## src/hw/rtl/imrot_pkg.sv

```systemverilog
// shared constants and types for the nearest-neighbor rotation frame store
// no dependencies
package imrot_pkg;

  localparam int MAX_SIDE       = 256;
  localparam int PIXEL_BITS     = 32;
  localparam int TRIG_FRAC_BITS = 14;

  localparam int SIDE_BITS  = $clog2(MAX_SIDE);
  localparam int ADDR_BITS  = 2 * SIDE_BITS;
  localparam int STORE_DEPTH = MAX_SIDE * MAX_SIDE;

  // fixed field widths
  localparam int TRIG_W  = 16;
  localparam int COORD_W = 9;
  localparam int SRC_W   = 9;
  localparam int OUT_W   = 10;
  localparam int D_W     = OUT_W + 1;          // signed 2*coord - out size
  localparam int PROD_W  = TRIG_W + D_W;
  localparam int SUM_W   = PROD_W + 2;
  localparam int CFG_W   = 32;
  localparam int IDX_W   = 3;

  // register indexes
  localparam logic [IDX_W-1:0] CFG_COS      = 3'd0;
  localparam logic [IDX_W-1:0] CFG_SIN      = 3'd1;
  localparam logic [IDX_W-1:0] CFG_SRC_W    = 3'd2;
  localparam logic [IDX_W-1:0] CFG_SRC_H    = 3'd3;
  localparam logic [IDX_W-1:0] CFG_OUT_W    = 3'd4;
  localparam logic [IDX_W-1:0] CFG_OUT_H    = 3'd5;
  localparam logic [IDX_W-1:0] CFG_CLEAR    = 3'd6;

  localparam logic [0:0] FUNC_LOAD  = 1'b0;
  localparam logic [0:0] FUNC_FETCH = 1'b1;

  typedef struct packed {
    logic signed [TRIG_W-1:0] cos_q14;
    logic signed [TRIG_W-1:0] sin_q14;
    logic [SRC_W-1:0]         src_width;
    logic [SRC_W-1:0]         src_height;
    logic [OUT_W-1:0]         out_width;
    logic [OUT_W-1:0]         out_height;
  } imrot_cfg_t;

  typedef struct packed {
    logic                  fetch;    // a fetch reads the store this cycle
    logic                  wr;       // a load writes the store this cycle
    logic                  hit;      // fetch sample falls inside the source
    logic [ADDR_BITS-1:0]  addr;
    logic [PIXEL_BITS-1:0] wdata;
  } imrot_req_t;

endpackage

```

## src/hw/rtl/imrot_map.sv

```systemverilog
// coordinate mapping pipeline: offsets, rotation products, bounds and store address
// depends on imrot_pkg
module imrot_map
  import imrot_pkg::*;
(
  input  logic                  clk,
  input  logic                  rst_n,
  input  logic                  accept,
  input  logic                  func,
  input  logic [COORD_W-1:0]    col,
  input  logic [COORD_W-1:0]    row,
  input  logic [PIXEL_BITS-1:0] pixel,
  input  imrot_cfg_t            cfg,
  output imrot_req_t            req
);

  // stage a: centered offsets
  logic                  a_fetch_r, a_wr_r;
  logic signed [D_W-1:0] a_dx_r, a_dy_r;
  logic [ADDR_BITS-1:0]  a_addr_r;
  logic [PIXEL_BITS-1:0] a_pix_r;

  // stage b: rotation products
  logic                     b_fetch_r, b_wr_r;
  logic signed [PROD_W-1:0] b_xc_r, b_ys_r, b_xs_r, b_yc_r;
  logic [ADDR_BITS-1:0]     b_addr_r;
  logic [PIXEL_BITS-1:0]    b_pix_r;

  // stage c: store request
  imrot_req_t req_r, req_nxt;

  logic signed [D_W-1:0]   dx, dy;
  logic                    load_ok;
  logic [SRC_W-1:0]        sw, sh;
  logic signed [SUM_W-1:0] x_sum, y_sum;
  logic [SUM_W-2:0]        lim_x, lim_y;
  logic                    in_x, in_y;

  assign dx = $signed({1'b0, col, 1'b0}) - $signed({1'b0, cfg.out_width});
  assign dy = $signed({1'b0, row, 1'b0}) - $signed({1'b0, cfg.out_height});
  // loads beyond the store are dropped
  assign load_ok = (col < COORD_W'(MAX_SIDE)) && (row < COORD_W'(MAX_SIDE));

  always_ff @(posedge clk) begin
    if (!rst_n) begin
      a_fetch_r <= 1'b0;
      a_wr_r    <= 1'b0;
      b_fetch_r <= 1'b0;
      b_wr_r    <= 1'b0;
    end else begin
      a_fetch_r <= accept && (func == FUNC_FETCH);
      a_wr_r    <= accept && (func == FUNC_LOAD) && load_ok;
      b_fetch_r <= a_fetch_r;
      b_wr_r    <= a_wr_r;
    end
  end

  always_ff @(posedge clk) begin
    a_dx_r   <= dx;
    a_dy_r   <= dy;
    a_addr_r <= {row[SIDE_BITS-1:0], col[SIDE_BITS-1:0]};
    a_pix_r  <= pixel;
    b_xc_r   <= a_dx_r * cfg.cos_q14;
    b_ys_r   <= a_dy_r * cfg.sin_q14;
    b_xs_r   <= a_dx_r * cfg.sin_q14;
    b_yc_r   <= a_dy_r * cfg.cos_q14;
    b_addr_r <= a_addr_r;
    b_pix_r  <= a_pix_r;
  end

  // oversized source sides saturate to the store side
  assign sw = (cfg.src_width  > SRC_W'(MAX_SIDE)) ? SRC_W'(MAX_SIDE) : cfg.src_width;
  assign sh = (cfg.src_height > SRC_W'(MAX_SIDE)) ? SRC_W'(MAX_SIDE) : cfg.src_height;

  assign x_sum = SUM_W'(b_xc_r) - SUM_W'(b_ys_r)
               + $signed(SUM_W'({sw, {TRIG_FRAC_BITS{1'b0}}}));
  assign y_sum = SUM_W'(b_xs_r) + SUM_W'(b_yc_r)
               + $signed(SUM_W'({sh, {TRIG_FRAC_BITS{1'b0}}}));
  assign lim_x = (SUM_W-1)'({sw, {(TRIG_FRAC_BITS+1){1'b0}}});
  assign lim_y = (SUM_W-1)'({sh, {(TRIG_FRAC_BITS+1){1'b0}}});
  assign in_x  = !x_sum[SUM_W-1] && (x_sum[SUM_W-2:0] < lim_x);
  assign in_y  = !y_sum[SUM_W-1] && (y_sum[SUM_W-2:0] < lim_y);

  always_comb begin
    req_nxt        = '0;
    req_nxt.fetch  = b_fetch_r;
    req_nxt.wr     = b_wr_r;
    req_nxt.hit    = in_x && in_y;
    req_nxt.wdata  = b_pix_r;
    if (b_fetch_r) begin
      req_nxt.addr = {y_sum[TRIG_FRAC_BITS+1 +: SIDE_BITS],
                      x_sum[TRIG_FRAC_BITS+1 +: SIDE_BITS]};
    end else begin
      req_nxt.addr = b_addr_r;
    end
  end

  always_ff @(posedge clk) begin
    if (!rst_n) begin
      req_r.fetch <= 1'b0;
      req_r.wr    <= 1'b0;
    end else begin
      req_r.fetch <= req_nxt.fetch;
      req_r.wr    <= req_nxt.wr;
    end
    req_r.hit    <= req_nxt.hit;
    req_r.addr   <= req_nxt.addr;
    req_r.wdata  <= req_nxt.wdata;
  end

  assign req = req_r;

endmodule
```

## config.mk

```make
export PLATFORM = sky130hd
export DESIGN_NAME = imrot_map
export DESIGN_NICKNAME = d
export VERILOG_FILES = /design/src/hw/rtl/imrot_pkg.sv /design/src/hw/rtl/imrot_map.sv
export SDC_FILE = /design/constraint.sdc
export NUM_CORES = 2
export LEC_CHECK = 0
export BUFFER_PORTS_ARGS = -buffer_cell sky130_fd_sc_hd__buf_2
export CAP_MARGIN = 10
export CELL_PAD_IN_SITES_DETAIL_PLACEMENT = 1
export CELL_PAD_IN_SITES_GLOBAL_PLACEMENT = 1
export CORE_MARGIN = 8
export CORE_UTILIZATION = 54
export DETAILED_ROUTE_END_ITERATION = 8
export PLACE_DENSITY = 0.93
export SKIP_CTS_REPAIR_TIMING = 1
export SLEW_MARGIN = 30
export SYNTH_ARGS = -nofsm -noshare
export SYNTH_HDL_FRONTEND = slang
export SYNTH_SLANG_ARGS = --single-unit
```

## constraint.sdc

```tcl
create_clock -name clk -period 12.25 [get_ports clk]
set_input_delay 1.8375 -clock clk [delete_from_list [all_inputs] [get_ports clk]]
set_output_delay 1.8375 -clock clk [all_outputs]
set_load 0.05 [all_outputs]
```

# Yosys cells after proc, flatten, opt, wreduce, memory -nomap -nowiden
# Cells that the tools add are included.
# word_totals
register_bits	281
inputBits	124
output_inout_bits	51
elab_cells	48
# op_classes
addsub	6
multipliers	4
magnitude_cmp	6
muxes	3
bitwise_logic	1
reduce_logical	9
# ops
op	count
multiplier 11 x 16 -> 27 bit	4
adder 28 x 24 -> 29 bit	2
< comparator 28 x 24 -> 1 bit	2
adder 27 x 27 -> 28 bit	1
subtractor 27 x 27 -> 28 bit	1
subtractor 10 x 10 -> 11 bit	2
> comparator 9 bit, second input constant	2
< comparator 9 bit, second input constant	2
two-way mux 9 bit	2
two-way mux 16 bit	1
logical AND 1 bit	7
logical NOT 1 bit	2
NOT 1 bit	1

# Depth between registers and ports, before layout
# logic_depth
word_depth	6
depth_mapped	24
ltp_nobuf	24

# Worst setup path before layout
# No wires, ideal clock.
# synth_path
kind	input to register
startpoint	in cfg[45] (netlist bit)
endpoint	reg b_ys_r[26]
setup_time_ns	0.072
arrival_ns	6.735
required_time_ns	12.178
setup_slack_ns	5.443
stages	22
path_buffers	1
path_cell_list	clkbuf_1 nand2_1 fa_1 inv_1 fa_1 inv_1 fa_1 inv_1 fa_1 inv_1 fa_1 inv_1 ha_1 o21a_1 o21a_1 o32ai_2 o21ai_1 o2111ai_1 nand3_1 a31o_2 a21oi_1 xnor2_1
# synth_between
elab_chain_cells	1
# synth_rtl
item	line	text
start, declared	imrot_map.sv:13	input imrot_cfg_t cfg,
multiplier 11 x 16 -> 27 bit	imrot_map.sv:64	b_ys_r <= a_dy_r * cfg.sin_q14;
end signal, assigned	imrot_map.sv:64	
end, declared	imrot_map.sv:25	logic signed [PROD_W-1:0] b_xc_r, b_ys_r, b_xs_r, b_yc_r;
# Every way passes these cells.
# A chain may end at the register's enable or synchronous reset.

# Worst setup path in the final report
# layout_path
startpoint	in cfg[64] (netlist bit)
endpoint	reg b_yc_r[26]
# layout_between
elab_chain_cells	1
# layout_rtl
item	line	text
multiplier 11 x 16 -> 27 bit	imrot_map.sv:66	b_yc_r <= a_dy_r * cfg.cos_q14;
end signal, assigned	imrot_map.sv:66	
end, declared	imrot_map.sv:25	
# Every way passes these cells.

==> flow_metrics.tcl <==
set metrics [dict create \
    dpl-instance-area_mm2 0.0369 \
    fin_crit_ns 7.94 \
    synth_area_leader_cell "fa_1" \
    ys_async_sr_fraction_pct 0 \
    nNetsFinal 4982 \
    r2r-start "a_dx_r[10]" \
    clock_latency_ns 0.67 \
    antenna_left 0 \
    critPathKind "in -> reg" \
    timing.fmax_ghz 0.126 \
    synth-compound-area-share_pct 5.38 \
    synth_simple_gate_area_share_pct 14.2 \
    synthFlopType "dfxtp_1" \
    max_stage_delay_ns 0.85 \
    numCtsBuffers 31 \
    cp-end-kind "register" \
    remaining_drc_errors 0 \
    cts_buffer_depth 3 \
    finalHoldViolCount 0 \
    synth-edff-count 0 \
    path_clk_slew_ns 0.07 \
    grt_pass1_wl_um 213000 \
    synth.distinct_cells 64 \
    area_delta_synth_final_pct 7.61 \
    synth_fp_nets 4885 \
    vias 31400 \
    synth_top_cell_area_share_pct 38.0 \
    gp_congestion 0.886 \
    synth_top_family_by_area "adder cells" \
    synth_most_common_cell "inv_1" \
    via_per_inst 6.63 \
    drive_above_1_share_pct 7.53 \
    io_buffers 174 \
    syn_avg_cell_area_um2 9.41 \
    die_area_mm2 0.0737 \
    netlist_area_mm2 0.0352 \
    setup_viol 0 \
    fin_tns_setup_ns 0 \
    start_kind "input pin" \
    first_global_vias 35700 \
    use_met3_pct 10.9 \
    post_drt_wl_per_cell_um 34.6 \
    cts_root_buffer "clkbuf_16" \
    track_usage_pct 37.9 \
    crit_fanout 22 \
    io_pins 175 \
    worst_slew_pin_slew_ns 1.32 \
    finalClockSkew_ns 0.0611 \
    hp-class "reg -> reg" \
    synth_xor_area_share_pct 3.26 \
    grt_max_degree 33 \
    status "finished clean" \
    synthTopCellsByCount "inv_1, fa_1, nand2_1" \
    cp_common_cell "fa_1" \
    worstPathCellList "buf_2, nand2_1, fa_1, inv_1, fa_1, fa_1, fa_1, inv_1, fa_1, inv_1, ha_1, a21o_1, a21oi_1, o21bai_1, a21o_1, a21oi_1, nor3b_1, nand3_1, a311o_1, a21oi_1, xnor2_1" \
    drv_slew 0 \
    synth_warnings 0 \
    hp-start "a_pix_r[29]" \
    required_ns 12.80 \
    hpwlAfterDp_um 92000 \
    drt_first_pass_iters 9 \
    die_x_um 271 \
    start_util_pct 54.7 \
    fin_area_mm2 0.0379 \
    cap_violations 0 \
    crit_start "cfg[64]" \
    met1_usage_pct 38.2 \
    rsz0062_at_grt "false" \
    yosysSeqAreaShare_pct 16.0 \
    synth-seq-cells 281 \
    rows 93 \
    clock_sinks 281 \
    synthTopCellsByArea "fa_1, dfxtp_1, ha_1" \
    h-tree-depth 1 \
    antenna_found_initial 21 \
    drtIter0Drc 4329 \
    muxShareOfSynthArea_pct 0.568 \
    core_area_mm2 0.0645 \
    yosys.area_share.adder_pct 50.3 \
    relSlewSlack_pct 11.4 \
    grtUsageMet2_pct 63.1 \
    slowest_stage "fa_1" \
    top_usage_layer "met2" \
    cts_tree "yes" \
    arrival_ns 8.49 \
    fin_crit_sh_pct 64.8 \
    netlist_instances 3745 \
    overflow 0 \
    die_y_um 271 \
    drt_wl_total_um 163000 \
]
[worst max-delay path, delay by kind of cell]
kind	cells	cell delay [ns]
xor gates and xnor gates	1	0.20
adders and majority gates	6	3.32
AOI/OAI and AO/OA	7	1.61
buffers and inverters	4	0.81
and+or+nand+nor	3	0.68
[cells by family after synthesis]
family,Yosys count
flip-flops,281
buffers and inverters,973
multiplexers,18
AO/OA/AOI/OAI,293
adder cells (fa/ha/maj),1016
XOR/XNOR,131
AND/OR/NAND/NOR,1033
[state kept, by name, indices dropped and copies added (netlist names)]
name       count
b_addr_r      16
b_ys_r        27
b_xs_r        27
a_dx_r        11
a_fetch_r      1
a_dy_r        11
b_xc_r        27
a_addr_r      16
req           51
a_pix_r       32
b_pix_r       32
b_fetch_r      1
a_wr_r         1
b_wr_r         1
b_yc_r        27
[path summary, 6_finish.rpt]
kind | endpoint | slack, ns | cells past startpoint
max | b_yc_r[26] | 4.31 | 21
min reg2reg | b_pix_r[29] | 0.33 | 0
min | b_pix_r[29] | 0.33 | 0
max reg2reg | b_xs_r[25] | 4.65 | 20
[layer usage]
metal / wire, µm / vias up
met5: 101 / -
met4: 20600 / 14
met2: 72300 / 3219
met3: 22400 / 1536
met1: 48000 / 15200
li1: - / 11400
[cell usage in the layout (no fill, tap or decap), drive strengths merged, types with 5 or more instances in the layout]
cell     Yosys  routed
a2111oi      5       5
a211oi      11      11
a21boi      13      13
a21o        41      41
a21oi       82      82
a31o         5       5
a31oi       16      16
and2       293     293
and3        12      12
buf          4     196
clkbuf     128      39
clkinv       2       9
dfxtp      281     281
diode        0       9
fa         668     668
ha         348     348
inv        839     846
mux2        16      16
nand2      438     438
nand2b      31      31
nand3       36      36
nand4        7       7
nor2       126     126
nor2b       24      24
nor3        32      32
o2111ai      6       6
o211ai       6       6
o21a        12      12
o21ai       65      65
o21bai       8       8
or2          7       7
or3         12      12
xnor2       97      97
xor2        34      34
[final cells by class]
cell class / instances / area [µm²]
Tap cell: 855 / 1070
Clock inverter: 18 / 186
Clock buffer: 39 / 846
Multi-Input combinational cell: 2491 / 26000
Timing Repair Buffer: 196 / 1040
Antenna cell: 9 / 22.5
Sequential cell: 281 / 5640
Fill cell: 7296 / 26500
Inverter: 841 / 3160
[through the flow]
step                hold slack, ns  worst slack (ns)  util, %  std cells
global route                 0.332              4.28     58.8       4722
CTS                          0.328              4.95     58.8       4721
detailed placement           0.313              4.50     57.2       4664
global placement             0.310              4.91     57.2       4664
floorplan                    0.310              5.44        -       3745
finish                       0.326              4.31     58.8       4730
Power is not shown: default switching activity piles up to over one toggle a cycle in this logic, so the estimate is an artifact.
